===== src/design/pbp_pkg.sv =====
// Perceptron branch predictor package: constants, operation codes, state
// encoding and the payload and control structs. No dependencies.
package pbp_pkg;

  localparam int unsigned HISTORY_LEN_DEF = 32;
  localparam int unsigned TABLE_ROWS_DEF  = 256;
  localparam int unsigned WEIGHT_BITS_DEF = 8;

  localparam int unsigned LANES    = 8;
  localparam int unsigned LANE_W   = $clog2(LANES);
  localparam int unsigned CONF_W   = 13;
  localparam logic [CONF_W-1:0] CONF_MAX = '1;
  localparam int unsigned THR_W    = 7;
  localparam logic [THR_W-1:0] THR_RESET = 7'd75;

  typedef enum logic [1:0] {
    OP_PREDICT  = 2'd0,
    OP_UPDATE   = 2'd1,
    OP_ALLOCATE = 2'd2
  } pbp_op_e;

  typedef enum logic [2:0] {
    S_CLEAR,
    S_IDLE,
    S_READ,
    S_DRAIN,
    S_DECIDE,
    S_WRITE,
    S_WDRAIN
  } pbp_state_e;

  typedef struct packed {
    logic [1:0]  operation;
    logic [31:0] pc;
    logic        taken;
  } pbp_req_t;

  typedef struct packed {
    logic              predict_taken;
    logic [CONF_W-1:0] confidence;
    logic              trained;
  } pbp_rsp_t;

  typedef struct packed {
    logic load;
    logic rd_en;
    logic wr_pass;
    logic clr_en;
    logic decide;
    logic hist_shift;
  } pbp_cmd_t;

  typedef struct packed {
    logic last_chunk;
    logic clr_last;
    logic modify;
  } pbp_sts_t;

endpackage


===== src/design/pbp_ctrl.sv =====
// Perceptron predictor controller: clear pass, read pass, decision and
// write-back sequencing. Depends on pbp_pkg.
module pbp_ctrl
  import pbp_pkg::*;
(
  input  logic     clk_i,
  input  logic     rst_ni,
  input  logic     start,
  output logic     busy,
  input  pbp_sts_t sts_i,
  output pbp_cmd_t cmd_o
);

  pbp_state_e state_q, state_d;

  always_comb begin
    state_d = state_q;
    unique case (state_q)
      S_CLEAR:  if (sts_i.clr_last) state_d = S_IDLE;
      S_IDLE:   if (start) state_d = S_READ;
      S_READ:   if (sts_i.last_chunk) state_d = S_DRAIN;
      S_DRAIN:  state_d = S_DECIDE;
      S_DECIDE: state_d = sts_i.modify ? S_WRITE : S_IDLE;
      S_WRITE:  if (sts_i.last_chunk) state_d = S_WDRAIN;
      S_WDRAIN: state_d = S_IDLE;
      default:  state_d = S_IDLE;
    endcase
  end

  always_comb begin
    cmd_o = '0;
    busy  = 1'b1;
    unique case (state_q)
      S_CLEAR: cmd_o.clr_en = 1'b1;
      S_IDLE: begin
        busy       = 1'b0;
        cmd_o.load = start;
      end
      S_READ:  cmd_o.rd_en = 1'b1;
      S_DRAIN: ;
      S_DECIDE: begin
        cmd_o.decide     = 1'b1;
        cmd_o.hist_shift = !sts_i.modify;
      end
      S_WRITE: begin
        cmd_o.rd_en   = 1'b1;
        cmd_o.wr_pass = 1'b1;
      end
      S_WDRAIN: cmd_o.hist_shift = 1'b1;
      default: ;
    endcase
  end

  always_ff @(posedge clk_i or negedge rst_ni) begin
    if (!rst_ni) begin
      state_q <= S_CLEAR;
    end else begin
      state_q <= state_d;
    end
  end

  a_accept_reads: assert property (@(posedge clk_i) disable iff (!rst_ni)
    start && !busy |=> state_q == S_READ)
    else $error("accepted transaction did not start the read pass");

  a_decide_once: assert property (@(posedge clk_i) disable iff (!rst_ni)
    cmd_o.decide |=> !cmd_o.decide)
    else $error("decision issued twice for one transaction");

  a_write_after_modify: assert property (@(posedge clk_i) disable iff (!rst_ni)
    state_q == S_WRITE && $past(state_q) == S_DECIDE |-> $past(sts_i.modify))
    else $error("write-back without a training decision");

  a_no_accept_in_clear: assert property (@(posedge clk_i) disable iff (!rst_ni)
    state_q == S_CLEAR |-> busy && !cmd_o.load)
    else $error("transaction accepted during clear pass");

endmodule


===== config.mk =====
export PLATFORM = sky130hd
export DESIGN_NAME = pbp_ctrl
export DESIGN_NICKNAME = d
export VERILOG_FILES = /design/src/design/pbp_pkg.sv /design/src/design/pbp_ctrl.sv
export SDC_FILE = /design/constraint.sdc
export NUM_CORES = 1
export LEC_CHECK = 0
export BUFFER_PORTS_ARGS = -buffer_cell sky130_fd_sc_hd__clkbuf_2
export CAP_MARGIN = 20
export CELL_PAD_IN_SITES_DETAIL_PLACEMENT = 1
export CELL_PAD_IN_SITES_GLOBAL_PLACEMENT = 2
export CORE_AREA = 2 2 39 41
export DETAILED_ROUTE_END_ITERATION = 7
export DIE_AREA = 0 0 41 43
export GPL_ROUTABILITY_DRIVEN = 0
export GPL_TIMING_DRIVEN = 0
export MAX_ROUTING_LAYER = met4
export PLACE_DENSITY = 0.67
export SYNTH_ARGS = -nofsm -noshare
export SYNTH_HDL_FRONTEND = slang
export SYNTH_SLANG_ARGS = --single-unit

===== constraint.sdc =====
create_clock -name clk_i -period 1.3 [get_ports clk_i]
set_input_delay 0.26 -clock clk_i [delete_from_list [all_inputs] [get_ports clk_i]]
set_output_delay 0.26 -clock clk_i [all_outputs]
set_load 0.1 [all_outputs]

==> summary.md <==
| Metric | Value |
|---|---|
| H-tree levels | 1 |
| Die ar. | 1760 um^2 |
| Yosys warnings | 0 |
| Placed cell count | between 50 and 60 |
| Hpwl dp | between 500 and 600 um |
| GRT Resource Usage Total | a little over an eighth |
| Worst Hold Class | in -> reg |
| Die H | ~43 um |
| Synth Instances | 28 |
| Register area share after synthesis | between 30% and 40% |
| Nets@finish | 63 |
| Fmax | approximately 620 MHz |
| Vias | between 300 and 400 |
| Synth-to-Final Area Change | 166% |
| Initial Util | 18.0% |
| DR WL/cell | about 13 um |
| Critical path, cell by cell | buf_6 > nor2b_4 > and2_4 > nand2b_4 > clkbuf_16 |
| Antenna Nets Post-Route | 0 |
| Clock Skew | roughly 0.0095 ns |
| Boundary Pins | 13 |
| Vias in the first global route | roughly 340 |
| Fraction of layout cells with a size suffix above 1 | around 77% |
| WS Path Type | reg -> out |
| Vias per cell | about 4.2 |
| Largest net degree at the start of global routing | 11 |
| Final setup violation count | 7 |
| Syn nets | 34 |
| First-pass GRT wire length | 1.45 mm |
| WP data required | ~1.0 ns |
| Tightest Pin Transition | between 0.2 and 0.25 ns |
| Final wirelength | ~950 um |
| RSZ-0062 raised after global routing | yes |
| Clk buf depth | 2 |
| Row cnt | 14 |
| Final period util | 123% |
| Drt drc | 0 |
| Core area | between 1000 and 1500 um^2 |
| Mean post-synth cell area | 8.89 um^2 |
| # port buffers | 12 |
| Min cycle time layout | ~1.6 ns |
| CP peak stage delay | about 0.37 ns |
| Maxcap violations | 0 |
| Status | finished with violations |
| Non-filler cells, final | 72 |
| DR pass1 iterations | 2 |
| Slowest cell on crit path | dfrtp_1 |
| Crit. End Element | output pin |
| Fin. Hold Viols | 0 |
| Worst Path Arrival | ~1.3 ns |
| Crit path max fanout | 6 |
| Startpoint type of the worst setup path | register |
| Sink Count | 3 |
| Initial antenna violation count | 0 |
| CP delay by family, top | simple AND/OR/NAND/NOR gates |
| Most flop-heavy register | state_q |
| Ant diodes | 0 |
| CTS tree | done |
| Failing checks | negative setup slack |
| Die X-Extent | 41 um |
| Root Buffer | clkbuf_4 |
| Post-synth cell types | 19 |
| Post-route setup slack | -0.305 ns |
| Relative slew slack | a little over four fifths |
| Initial DRC count | 1 |
| Final Max Slew Viols | 0 |
| Yosys reg bits | 3 |
| Clock-pin slew on the worst setup and hold paths | ~0.04 ns |
| CTS Buf Count | 3 |
| Latest clock arrival within the worst-skew pair | 0.24 ns |
| Syn Std Cell Area | roughly 250 um^2 |
| Max reg flops | 3 |
| Critical path buffers and inverters | 2 |
| Congestion Overflow GR | 0 |
| Biggest regs | state_q (3) |
-- metal layers --
layer	GRT usage (%)	vias to the layer above	part of all wire [%]
met5	-	-	0
met4	8.00	0	1.2
met3	3.14	2	2.1
met2	20.0	8	53
met1	15.3	141	44
li1	-	150	-
-- metrics by stage --
step	utilization, %	setup WS (ns)	setup TNS, ns	instance area (um^2)	hold slack (ns)
5_1_grt	47.9	-0.376	-2.28	663	0.292
2_1_floorplan	-	-0.398	-1.66	319	-0.0356
6_report	47.9	-0.305	-1.82	663	0.292
3_5_place_dp	28.8	-0.376	-1.49	399	0.0629
3_3_place_gp	28.8	-0.358	-1.40	399	0.0566
4_1_cts	44.8	-0.319	-1.74	621	0.291
-- synthesized netlist by cell type --
cell type / instances / area share (%)
nor3b_1: 2 / 6.0
inv_1: 1 / 1.5
o22ai_1: 1 / 2.5
nor3_1: 2 / 4.0
buf_4: 1 / 3.0
buf_6: 1 / 4.5
dfrtp_1: 3 / 30
nand2b_1: 2 / 5.0
nand2_1: 4 / 6.0
a221oi_2: 1 / 6.0
nor2b_1: 1 / 2.5
buf_2: 1 / 2.0
nor2b_4: 1 / 5.5
o21ai_0: 1 / 2.0
nor2_1: 2 / 3.0
and2_1: 1 / 2.5
mux2_2: 1 / 4.5
nand2b_4: 1 / 5.5
a2bb2oi_1: 1 / 3.5
-- cell families after synthesis --
family	after synthesis	synth area share, %
flip-flops	3	30.1
multiplexers	1	4.52
buffers and inverters	4	11.1
AND/OR/NAND/NOR	16	40.2
AO/OA/AOI/OAI	4	14.1
-- area by class of cell --
cell class                      count  area [um^2]
Buffer                              3         27.5
Clock buffer                        4         26.3
Fill cell                         150          721
Inverter                            1         3.75
Multi-Input combinational cell     21          218
Sequential cell                     3         75.1
Tap cell                           16         20.0
Timing Repair Buffer               24          293
-- path summary, 6_finish.rpt --
kind,startpoint,end,slack [ns],cells after the start
max in group asynchronous,rst_ni,state_q[0],0.83,2
max reg2reg,state_q[0],state_q[0],0.02,5
max,state_q[1],cmd_o[4],-0.30,5
min in group asynchronous,rst_ni,state_q[2],0.35,2
min,sts_i[2],state_q[0],0.29,2
min reg2reg,state_q[2],state_q[2],0.71,2
-- layout by cell type, fill, tap and decap left out, types with 2 or more instances in the layout --
cell type and n:
nor3b_4 2, nand2_1 3, clkbuf_2 5, clkbuf_4 3, clkbuf_16 6, buf_6 5
dfrtp_1 3, buf_4 8, nor2b_4 2, nand2b_4 3
-- what timing repair did --
action | in CTS | in global routing
resized for setup | 23 | 2
endpoints found under the hold margin | 3 | 0
pin swaps | 6 | 2
hold buffers | 1 | 0
setup endpoints to repair | 7 | 8
buffers inserted | 6 | 5
Power is left out: the tool's default activity adds up to more than one toggle a clock period on the data nets, which glitch-free logic cannot reach.
